## src/spc_pkg.sv

```systemverilog
// Package for the seven-bit pack codec.
// Holds the job type passed from the front end to the back end and shared constants.
// No dependencies.
package spc_pkg;

    localparam int SPC_QUEUE_DEPTH = 4;

    localparam logic [7:0] SPC_CODE_MARK = 8'h80;
    localparam logic [7:0] SPC_FILL_BYTE = 8'h80;

    typedef enum logic {
        DIR_ENCODE = 1'b0,
        DIR_DECODE = 1'b1
    } t_direction;

    // One job is every result that a single accepted item causes.
    // Result 0 is byte0, result 1 is byte1, and any further result is a fill byte.
    typedef struct packed {
        logic [7:0] byte0;
        logic       bad0;
        logic [7:0] byte1;
        logic       bad1;
        logic [2:0] last_idx;
        logic       eom;
    } t_job;

    typedef struct packed {
        logic push;
        t_job job;
    } t_job_wr;

endpackage

```

## src/spc_front.sv

```systemverilog
// Front end of the seven-bit pack codec: accepts items, tracks group state
// and turns each item into at most one job descriptor. Depends on spc_pkg.
module spc_front
    import spc_pkg::*;
(
    input  logic       i_clk,
    input  logic       i_rst_n,
    input  logic       i_cfg_valid,
    input  logic       i_cfg_data,
    input  logic       i_accept,
    input  logic [7:0] i_in_byte,
    input  logic       i_end_of_message,
    output t_job_wr    o_wr
);

    t_direction  r_direction;
    logic [6:0]  r_residual;
    logic [2:0]  r_group_pos;
    logic        r_discarding;

    logic [6:0]  n_residual;
    logic [2:0]  n_group_pos;
    logic        n_discarding;

    logic [2:0]  p;
    logic [7:0]  enc_mask;
    logic [6:0]  enc_keep;
    logic [13:0] enc_hi;
    logic [6:0]  enc_code;
    logic [13:0] enc_tail;
    logic [2:0]  k;
    logic [2:0]  k_next;
    logic [6:0]  c;
    logic [14:0] dec_hi;
    logic [7:0]  dec_data;
    logic [7:0]  dec_mask;
    t_job        job;
    logic        push;

    always_comb begin
        p         = (r_group_pos > 3'd6) ? 3'd0 : r_group_pos;
        enc_mask  = (8'd1 << ({1'b0, p} + 4'd1)) - 8'd1;
        enc_keep  = i_in_byte[6:0] & enc_mask[6:0];
        enc_hi    = {7'd0, r_residual} << (3'd7 - p);
        enc_code  = enc_hi[6:0] | 7'(i_in_byte >> ({1'b0, p} + 4'd1));
        enc_tail  = {7'd0, enc_keep} << (3'd6 - p);

        k         = r_group_pos;
        k_next    = k + 3'd1;
        c         = i_in_byte[6:0];
        dec_hi    = {8'd0, r_residual} << k;
        dec_data  = dec_hi[7:0] | {1'b0, c >> (3'd7 - k)};
        dec_mask  = (8'd1 << (3'd7 - k)) - 8'd1;

        n_residual   = r_residual;
        n_group_pos  = r_group_pos;
        n_discarding = r_discarding;
        push         = 1'b0;
        job.byte0    = 8'd0;
        job.bad0     = 1'b0;
        job.byte1    = 8'd0;
        job.bad1     = 1'b0;
        job.last_idx = 3'd0;
        job.eom      = i_end_of_message;

        if (r_discarding) begin
            // drop everything up to and including the end of message
            if (i_end_of_message) begin
                n_discarding = 1'b0;
                n_residual   = 7'd0;
                n_group_pos  = 3'd0;
            end
        end else if (r_direction == DIR_ENCODE) begin
            push      = 1'b1;
            job.byte0 = SPC_CODE_MARK | {1'b0, enc_code};
            job.byte1 = SPC_CODE_MARK | {1'b0, enc_tail[6:0]};
            if (i_end_of_message) begin
                // pad the group with zero bytes up to eight code bytes
                job.last_idx = 3'd7 - p;
                n_residual   = 7'd0;
                n_group_pos  = 3'd0;
            end else if (p == 3'd6) begin
                job.last_idx = 3'd1;
                n_residual   = 7'd0;
                n_group_pos  = 3'd0;
            end else begin
                n_residual   = enc_keep;
                n_group_pos  = p + 3'd1;
            end
        end else begin
            if (k == 3'd0) begin
                n_residual  = c;
                n_group_pos = 3'd1;
                if (i_end_of_message) begin
                    push     = 1'b1;
                    job.bad0 = 1'b1;
                end
            end else if (!i_in_byte[7]) begin
                push         = 1'b1;
                job.bad0     = 1'b1;
                n_residual   = 7'd0;
                n_group_pos  = 3'd0;
                n_discarding = !i_end_of_message;
            end else begin
                push        = 1'b1;
                job.byte0   = dec_data;
                n_group_pos = k_next;
                n_residual  = (k_next == 3'd0) ? 7'd0 : (c & dec_mask[6:0]);
                if (i_end_of_message && k_next != 3'd0) begin
                    // incomplete final group
                    job.bad1     = 1'b1;
                    job.last_idx = 3'd1;
                end
            end
            if (i_end_of_message) begin
                n_residual  = 7'd0;
                n_group_pos = 3'd0;
            end
        end
    end

    always_ff @(posedge i_clk) begin
        if (!i_rst_n) begin
            r_direction  <= DIR_ENCODE;
            r_residual   <= 7'd0;
            r_group_pos  <= 3'd0;
            r_discarding <= 1'b0;
        end else if (i_cfg_valid) begin
            r_direction  <= t_direction'(i_cfg_data);
            r_residual   <= 7'd0;
            r_group_pos  <= 3'd0;
            r_discarding <= 1'b0;
        end else if (i_accept) begin
            r_residual   <= n_residual;
            r_group_pos  <= n_group_pos;
            r_discarding <= n_discarding;
        end
    end

    assign o_wr.push = i_accept && push && !i_cfg_valid;
    assign o_wr.job  = job;

`ifndef SYNTHESIS
    a_enc_pos_range: assert property (@(posedge i_clk) disable iff (!i_rst_n)
        r_direction == DIR_ENCODE |-> r_group_pos != 3'd7)
        else $error("encoder group position out of range");
    a_discard_clean: assert property (@(posedge i_clk) disable iff (!i_rst_n)
        r_discarding |-> (r_group_pos == 3'd0 && r_residual == 7'd0))
        else $error("group state not cleared while dropping");
    a_discard_nojob: assert property (@(posedge i_clk) disable iff (!i_rst_n)
        r_discarding |-> !o_wr.push)
        else $error("job issued while dropping");
`endif

endmodule

```

## src/spc_queue.sv

```systemverilog
// Short job queue between the front end and the back end of the codec.
// Register array with read and write pointers. Depends on spc_pkg.
module spc_queue
    import spc_pkg::*;
#(
    parameter int DEPTH = SPC_QUEUE_DEPTH
)
(
    input  logic    i_clk,
    input  logic    i_rst_n,
    input  t_job_wr i_wr,
    input  logic    i_deq,
    output logic    o_full,
    output logic    o_valid,
    output t_job    o_head
);

    localparam int PW = (DEPTH > 1) ? $clog2(DEPTH) : 1;
    localparam int CW = $clog2(DEPTH + 1);
    localparam logic [PW-1:0] LAST_PTR = PW'(DEPTH - 1);
    localparam logic [CW-1:0] FULL_CNT = CW'(DEPTH);

    t_job            r_mem [DEPTH];
    logic [PW-1:0]   r_wptr;
    logic [PW-1:0]   r_rptr;
    logic [CW-1:0]   r_count;
    logic            do_wr;
    logic            do_rd;

    assign o_full  = (r_count == FULL_CNT);
    assign o_valid = (r_count != '0);
    assign o_head  = r_mem[r_rptr];
    assign do_wr   = i_wr.push && !o_full;
    assign do_rd   = i_deq && o_valid;

    always_ff @(posedge i_clk) begin
        if (do_wr) begin
            r_mem[r_wptr] <= i_wr.job;
        end
    end

    always_ff @(posedge i_clk) begin
        if (!i_rst_n) begin
            r_wptr  <= '0;
            r_rptr  <= '0;
            r_count <= '0;
        end else begin
            if (do_wr) begin
                r_wptr <= (r_wptr == LAST_PTR) ? '0 : r_wptr + PW'(1);
            end
            if (do_rd) begin
                r_rptr <= (r_rptr == LAST_PTR) ? '0 : r_rptr + PW'(1);
            end
            if (do_wr && !do_rd) begin
                r_count <= r_count + CW'(1);
            end else if (do_rd && !do_wr) begin
                r_count <= r_count - CW'(1);
            end
        end
    end

`ifndef SYNTHESIS
    a_no_overflow: assert property (@(posedge i_clk) disable iff (!i_rst_n)
        r_count <= FULL_CNT)
        else $error("queue count beyond depth");
    a_push_not_full: assert property (@(posedge i_clk) disable iff (!i_rst_n)
        i_wr.push |-> !o_full)
        else $error("job pushed into a full queue");
    a_deq_valid: assert property (@(posedge i_clk) disable iff (!i_rst_n)
        i_deq |-> o_valid)
        else $error("dequeue from an empty queue");
`endif

endmodule

```

## src/spc_back.sv

```systemverilog
// Back end of the seven-bit pack codec: expands each job into its result
// items and holds the oldest one in the output register. Depends on spc_pkg.
module spc_back
    import spc_pkg::*;
(
    input  logic       i_clk,
    input  logic       i_rst_n,
    input  logic       i_head_valid,
    input  t_job       i_head,
    input  logic       i_pop,
    output logic       o_deq,
    output logic       o_empty,
    output logic [7:0] o_out_byte,
    output logic       o_last_of_run,
    output logic       o_message_done,
    output logic       o_bad_code
);

    logic [2:0] r_idx;
    logic       r_out_valid;
    logic [7:0] r_out_byte;
    logic       r_last;
    logic       r_done;
    logic       r_bad;

    logic       load;
    logic       is_last;
    logic [7:0] sel_byte;
    logic       sel_bad;

    assign load    = i_head_valid && (!r_out_valid || i_pop);
    assign is_last = (r_idx == i_head.last_idx);
    assign o_deq   = load && is_last;

    always_comb begin
        case (r_idx)
            3'd0: begin
                sel_byte = i_head.byte0;
                sel_bad  = i_head.bad0;
            end
            3'd1: begin
                sel_byte = i_head.byte1;
                sel_bad  = i_head.bad1;
            end
            default: begin
                sel_byte = SPC_FILL_BYTE;
                sel_bad  = 1'b0;
            end
        endcase
    end

    always_ff @(posedge i_clk) begin
        if (!i_rst_n) begin
            r_idx       <= 3'd0;
            r_out_valid <= 1'b0;
        end else begin
            if (load) begin
                r_out_valid <= 1'b1;
                r_idx       <= is_last ? 3'd0 : r_idx + 3'd1;
            end else if (i_pop) begin
                r_out_valid <= 1'b0;
            end
        end
    end

    always_ff @(posedge i_clk) begin
        if (load) begin
            r_out_byte <= sel_byte;
            r_bad      <= sel_bad;
            r_last     <= is_last;
            r_done     <= is_last && i_head.eom;
        end
    end

    assign o_empty        = !r_out_valid;
    assign o_out_byte     = r_out_byte;
    assign o_last_of_run  = r_last;
    assign o_message_done = r_done;
    assign o_bad_code     = r_bad;

`ifndef SYNTHESIS
    a_mid_job_head: assert property (@(posedge i_clk) disable iff (!i_rst_n)
        r_idx != 3'd0 |-> (i_head_valid && r_idx <= i_head.last_idx))
        else $error("result index without a matching job");
    a_done_is_last: assert property (@(posedge i_clk) disable iff (!i_rst_n)
        r_out_valid && r_done |-> r_last)
        else $error("message end on a result that is not last of its run");
    a_bad_is_zero: assert property (@(posedge i_clk) disable iff (!i_rst_n)
        r_out_valid && r_bad |-> r_out_byte == 8'd0)
        else $error("error result carries a nonzero byte");
`endif

endmodule

```

## src/seven_bit_pack_codec_unit.sv

```systemverilog
// Top level of the seven-bit pack codec: front end, job queue and back end.
// Depends on spc_pkg, spc_front, spc_queue and spc_back.
//
// The codec accepts one byte per cycle while full is low. The front end updates
// the group state in the cycle the item is accepted and hands a job to a queue
// of QUEUE_DEPTH entries; the back end sends one result per cycle out of its
// output register while pop is high and a job waits. An item has n results
// (n is 2 for the seventh data byte of an encode group, 8 - position for an
// encode end of message, up to 2 for decode), and full rises once the queue
// has filled behind a busy back end. Items with no result do not reach the back
// end. The first result of an item goes through the queue and then the output
// register. Configuration writes are always ready and clear the group state.
module seven_bit_pack_codec_unit
    import spc_pkg::*;
#(
    parameter int QUEUE_DEPTH = SPC_QUEUE_DEPTH
)
(
    input  logic       i_clk,
    input  logic       i_rst_n,
    input  logic       i_cfg_valid,
    output logic       o_cfg_ready,
    input  logic       i_cfg_data,
    input  logic       push,
    output logic       full,
    input  logic [7:0] i_in_byte,
    input  logic       i_end_of_message,
    output logic       empty,
    input  logic       pop,
    output logic [7:0] o_out_byte,
    output logic       o_last_of_run,
    output logic       o_message_done,
    output logic       o_bad_code
);

    t_job_wr wr;
    t_job    head;
    logic    head_valid;
    logic    deq;
    logic    q_full;
    logic    accept;

    assign o_cfg_ready = 1'b1;
    assign full        = q_full;
    assign accept      = push && !q_full;

    spc_front u_front (
        .i_clk            (i_clk),
        .i_rst_n          (i_rst_n),
        .i_cfg_valid      (i_cfg_valid),
        .i_cfg_data       (i_cfg_data),
        .i_accept         (accept),
        .i_in_byte        (i_in_byte),
        .i_end_of_message (i_end_of_message),
        .o_wr             (wr)
    );

    spc_queue #(
        .DEPTH (QUEUE_DEPTH)
    ) u_queue (
        .i_clk   (i_clk),
        .i_rst_n (i_rst_n),
        .i_wr    (wr),
        .i_deq   (deq),
        .o_full  (q_full),
        .o_valid (head_valid),
        .o_head  (head)
    );

    spc_back u_back (
        .i_clk          (i_clk),
        .i_rst_n        (i_rst_n),
        .i_head_valid   (head_valid),
        .i_head         (head),
        .i_pop          (pop),
        .o_deq          (deq),
        .o_empty        (empty),
        .o_out_byte     (o_out_byte),
        .o_last_of_run  (o_last_of_run),
        .o_message_done (o_message_done),
        .o_bad_code     (o_bad_code)
    );

endmodule

```

## config.mk

```make
export PLATFORM = sky130hd
export DESIGN_NAME = seven_bit_pack_codec_unit
export DESIGN_NICKNAME = d
export VERILOG_FILES = /design/src/spc_pkg.sv /design/src/spc_front.sv /design/src/spc_queue.sv /design/src/spc_back.sv /design/src/seven_bit_pack_codec_unit.sv
export SDC_FILE = /design/constraint.sdc
export NUM_CORES = 1
export LEC_CHECK = 0
export ABC_AREA = 0
export BUFFER_PORTS_ARGS = -buffer_cell sky130_fd_sc_hd__buf_2
export CAP_MARGIN = 5
export CORE_AREA = 4 4 107 109
export CTS_CLUSTER_SIZE = 8
export DETAILED_ROUTE_END_ITERATION = 8
export DIE_AREA = 0 0 111 113
export PLACE_DENSITY_LB_ADDON = 0.2
export SLEW_MARGIN = 40
export SYNTH_ARGS = -nofsm -noshare
export SYNTH_HDL_FRONTEND = slang
export SYNTH_SLANG_ARGS = --single-unit
```

## constraint.sdc

```tcl
create_clock -name i_clk -period 9.9 [get_ports i_clk]
set_input_delay 0.99 -clock i_clk [delete_from_list [all_inputs] [get_ports i_clk]]
set_output_delay 0.99 -clock i_clk [all_outputs]
set_load 0.02 [all_outputs]
```

Yosys cells after proc, flatten, opt, wreduce, memory -nomap -nowiden
Memory sizes are Yosys's and may differ from the RTL's. A register that Yosys moved wholly into a read port is not among the register bits.
Cells that the tools add are included.
{ "op_classes": {"n_reduce_logical": 27, "bitwise": 5, "addsub": 13, "shift": 7, "n_eq_ne": 7, "n_mux": 55, "magnitude_cmp": 1} }
{ "ops": {"columns": ["operator", "n"], "rows": [
  ["$mux W7", 9],
  ["$mux W3", 14],
  ["$mux W8", 4],
  ["$mux W21", 1],
  ["$mux W1", 18],
  ["$pmux W8 S2", 1],
  ["$and A7 B7 Y7", 2],
  ["$shl A7 B3 Y7", 2],
  ["$sub A7 B1 Y7 const B", 2],
  ["$add A3 B1 Y3 const B", 4],
  ["$mux W4", 3],
  ["$logic_and A1 B1 Y1", 11],
  ["$logic_not A3 Y1", 3],
  ["$sub A3 B3 Y3 const A", 3],
  ["$mux W2", 4],
  ["$or A8 B7 Y8", 1],
  ["$shl A7 B3 Y8", 1],
  ["$shr A8 B4 Y7", 1],
  ["$or A7 B7 Y7", 1],
  ["$shl A1 B3 Y7 const A", 1],
  ["$shl A1 B4 Y7 const A", 1],
  ["$shr A7 B3 Y7", 1],
  ["$eq A3 B3 Y1 const B", 2],
  ["$logic_not A1 Y1", 6],
  ["other kinds (15)", 19]
]} }
{ "word_totals": {"wordCells": 129, "memories": 1, "ff_bits": 34, "input_bits": 15, "out_inout_bits": 14, "mem_bits_rw": 88} }
{ "mem_list": {"columns": ["memory", "depth", "word_bits", "rd", "rd_clocked_by_memory_dff", "write_ports", "line_no", "text"], "rows": [
  ["u_queue.r_mem", 4, 22, 1, 1, 1, "spc_queue.sv:23", "t_job r_mem [DEPTH];"]
]} }

Logic depth before layout (Yosys ltp)
{ "depth": {"word_depth": 11, "mapped_depth": 16, "ltp_nobuf": 12} }

Hierarchy
Synthesis repeated with hierarchy kept, for this count alone.
{ "hier_totals": {"cells_unflattened": 585, "hier_area_um2": 6851.6} }
{ "by_module_without_submodules": {"columns": ["mod", "cells_per_inst", "area_each_um2", "instances", "seq_area_each_um2"], "rows": [
  ["spc_queue", 165, 3657.3, 1, 2822.7],
  ["spc_front", 354, 2444.8, 1, 240.2],
  ["spc_back", 63, 724.4, 1, 410.4],
  ["seven_bit_pack_codec_unit", 3, 25.0, 1, 0.0]
]} }

Worst setup path before layout
Ideal clock, no wire load.
{ "synth_path": {"path_type": "flip-flop to flip-flop", "start": "reg u_front.r_group_pos[0], in the netlist u_front.k[0]", "end": "mem u_queue.r_mem[0][8] (netlist name), data pin", "n_path_buf": 4, "stages_incl_launch_ff": 16, "required_time_ns": 9.683, "setup_ns": 0.217, "path_slack_ns": 6.447, "arrival_time_ns": 3.236, "period_less_slack_ns": 3.453, "path_cell_list": "dfxtp_1 buf_2 inv_1 ha_1 nand3b_4 and2_4 buf_12 inv_6 buf_2 ha_1 o211ai_1 ha_1 buf_1 xnor2_1 o22a_1 a211oi_1"} }
{ "synth_lines": {"columns": ["item", "line_no", "text"], "rows": [
  ["start, declared", "spc_front.sv:18", "logic [2:0] r_group_pos;"],
  ["start signal, assigned", "spc_front.sv:135", "r_group_pos <= n_group_pos;"],
  ["end, declared", "spc_queue.sv:23", null]
]} }

==> summary.md <==
| Metric | Value |
|---|---|
| Sw Share | `0.292` |
| Drc violations | `0` |
| Longest Clk Path Bufs | `2` |
| Row count | `38` |
| Setup bufs post-CTS | `0` |
| Slew Limit Fails | `0` |
| Internal Power | `around 1.2 mW` |
| CTS clk-pin slew, worst paths | `60 ps` |
| Clock latency on the worst-skew pair | `~500 ps` |
| Layout Utilization | `0.710` |
| Distinct cells, synth | `68` |
| Most frequent cells in the layout | `edfxtp_1, nand2_1, nor2_1` |
| Antenna cells | `0` |
| Place WS | `approximately 6400 ps` |
| DR vias | `approximately 4700` |
| Power per Cell Area | `between 200 and 250 nW/um2` |
| Worst slew pin tran | `810 ps` |
| Logic gate share of total power | `0.220` |
| # nets final | `roughly 600` |
| Final hold vios | `0` |
| Most common cell after layout, fill and taps aside | `edfxtp_1` |
| Area grow syn2layout | `12.2%` |
| GPL Wtd Cong | `0.933` |
| First-pass GRT wire length | `~26000 um` |
| Vias per cell | `6.56` |
| Final WS setup | `6240 ps` |
| Crit Path Category | `flop to flop` |
| Mapped Cells | `550` |
| Largest net degree at the start of global routing | `45` |
| Yosys warns | `0` |
| Dpl cells | `between 600 and 700` |
| Initial Util | `0.633` |
| RSZ-0062 raised after global routing | `false` |
| Share of layout cells above drive strength 1 | `0.227` |
| Post-layout min period | `about 3700 ps` |
| Post-Syn Area | `6710 um2` |
| Initial antenna violation count | `0` |
| Slew margin rel. | `0.457` |
| Port buffer count | `27` |
| Vias in the first global route | `between 4000 and 5000` |
| Max Cap Viol | `0` |
| Result of the run | `complete, no violations` |
| Final period utilization | `0.369` |
| Post-synth EDFFs | `a little under 100` |
| CTS tree | `yes` |
| Quantity of hold-fixing buffers added after cts | `0` |
| Total GRT Usage | `0.274` |
| Reg power frac | `0.397` |
| Synthesized flop and latch total | `124` |
| Routed WL | `~17000 um` |
| Peak supply drop | `180 uV` |
| Cts repair resizes | `0` |
| Core area | `10600 um2` |
| Most used DFF post-synth | `edfxtp_1` |
| HPWL Detailed | `~11000 um` |
| Fmax | `between 0.2 and 0.3 GHz` |
| Clock sink count | `roughly 120` |
| Lkg Pwr | `about 2.6 nW` |
| Worst-path fanout max | `31` |
| Final setup TNS | `0 ps` |
| Finished Layout Cells | `721` |
| Clock skew | `slightly below 8 ps` |
| DR iter-0 viols | `around 440` |
| Switch Pwr | `roughly 0.49 mW` |
| 1st-pass router iterations | `5` |
| Syn Area/Cell | `between 10 and 15 um2` |
| Arrival @ worst endpoint | `3930 ps` |
| TritonCTS Buffers | `17` |
| DIE AREA | `roughly 13000 um2` |
| WL per Instance | `about 23 um` |
| Die Ht | `roughly 110 um` |
| # setup viols final | `0` |
| Post-DRT Antenna Nets | `0` |
| CP Launch Type | `flop` |
| I/O pin count | `29` |
| Clk pwr share | `0.382` |
| Post-synthesis sequential area ratio | `0.518` |
| H-Tree Depth | `4` |
| Die Width | `between 100 and 150 um` |
| GRT overflow | `0` |
| Worst hold path type | `flop to flop` |
| Setup crit end kind | `flop` |
| Root buffer cell | `clkbuf_8` |
| Post-synth ARST share | `0` |
| CP required | `about 10000 ps` |
-- path summary, 6_finish.rpt --
path / startpoint / to / slack, ps / cells past startpoint
max: u_front.k[1]$_SDFFE_PP0P_ / u_queue.r_mem[2][9]$_DFFE_PP_ / 6240 / 12
max reg2reg: u_front.k[1]$_SDFFE_PP0P_ / u_queue.r_mem[2][9]$_DFFE_PP_ / 6240 / 12
min: u_back.r_out_valid$_SDFFE_PN0P_ / u_back.r_out_valid$_SDFFE_PN0P_ / 480 / 2
min reg2reg: u_back.r_out_valid$_SDFFE_PN0P_ / u_back.r_out_valid$_SDFFE_PN0P_ / 480 / 2
-- metrics by stage --
| step | hold WS, ps | total power, mW | cell area [um2] |
|---|---|---|---|
| detailed placement | 472 | 1.03 | 6910 |
| CTS | 479 | 1.68 | 7520 |
| finish | 480 | 1.67 | 7530 |
| global placement | 452 | 1.01 | 6910 |
| global route | 504 | 1.74 | 7530 |
| floorplan | 442 | 0.923 | 6710 |
-- cell type report --
type,count,area [um2]
inverters,23,91.3
clock buffers,18,418
well taps,140,175
clock inverters,14,193
flip-flops and latches,124,3470
fillers,726,3080
multi-input cells,363,2950
repair buffers,39,225
-- worst max-delay path, stage by stage (launching register included) --
cell and delay, ps:
dfxtp_1 310, buf_4 360, ha_1 380, nand3b_4 230, and2_4 250, inv_6 90, ha_1 270, o211ai_1 120
ha_1 260, nand2b_1 170, mux2_4 280, or3_1 350, a21oi_1 350
-- cell usage after synthesis, drive strengths merged, types with 3 or more instances --
master / instances / area share
mux2i: 31 / 0.046
nor3: 10 / 0.0099
o22ai: 10 / 0.0093
a22oi: 12 / 0.013
and3: 4 / 0.0037
a221oi: 3 / 0.0039
o211ai: 7 / 0.0078
a211oi: 6 / 0.0067
a31oi: 6 / 0.0056
xnor2: 3 / 0.0039
nand2: 42 / 0.023
edfxtp: 99 / 0.44
o21ai: 25 / 0.019
or2: 4 / 0.0037
inv: 23 / 0.014
o221a: 4 / 0.0067
ha: 18 / 0.034
o2111ai: 3 / 0.0039
mux4: 28 / 0.094
nor2: 40 / 0.022
buf: 21 / 0.019
and2: 8 / 0.0078
or3: 4 / 0.0037
dfxtp: 25 / 0.075
a21oi: 20 / 0.015
nand3: 12 / 0.0090
nand2b: 10 / 0.0093
nor2b: 3 / 0.0028
clkbuf: 20 / 0.011
mux2: 15 / 0.026
-- layer usage --
layer	share of wire	GRT usage	vias up
met3	0.080	0.0599	45
li1	-	-	2137
met2	0.49	0.456	255
met5	0	0	-
met1	0.40	0.360	2294
met4	0.027	0.0944	0
-- cells by family (layout without fill, tap and decap cells) --
family,Yosys count,in the layout,share of synthesized area
flops,124,124,0.518
other cells,1,2,0.000559
mux,74,74,0.166
fa+ha+maj,19,19,0.0366
simple gates,146,146,0.108
buf+inv,64,94,0.0438
compound gates,117,117,0.121
xor+xnor,5,5,0.00653
-- state kept, by name (all words and copies together) (netlist names), 2 cells and up, named ones only --
signal / count
u_back.o_out_byte: 8
u_queue.r_count: 3
u_queue.r_wptr: 2
u_front.r_residual: 7
u_front.k: 3
u_queue.r_rptr: 2
u_back.r_idx: 3
u_queue.r_mem: 88
-- power by group through the flow --
stage	Combinational [mW]	Clock [mW]	Sequential, mW
2_1_floorplan	0.224	0	0.699
3_3_place_gp	0.344	0	0.667
3_5_place_dp	0.355	0	0.672
4_1_cts	0.368	0.645	0.663
5_1_grt	0.400	0.674	0.669
6_report	0.368	0.638	0.663
Note: power is estimated with default switching activity, not from simulation.
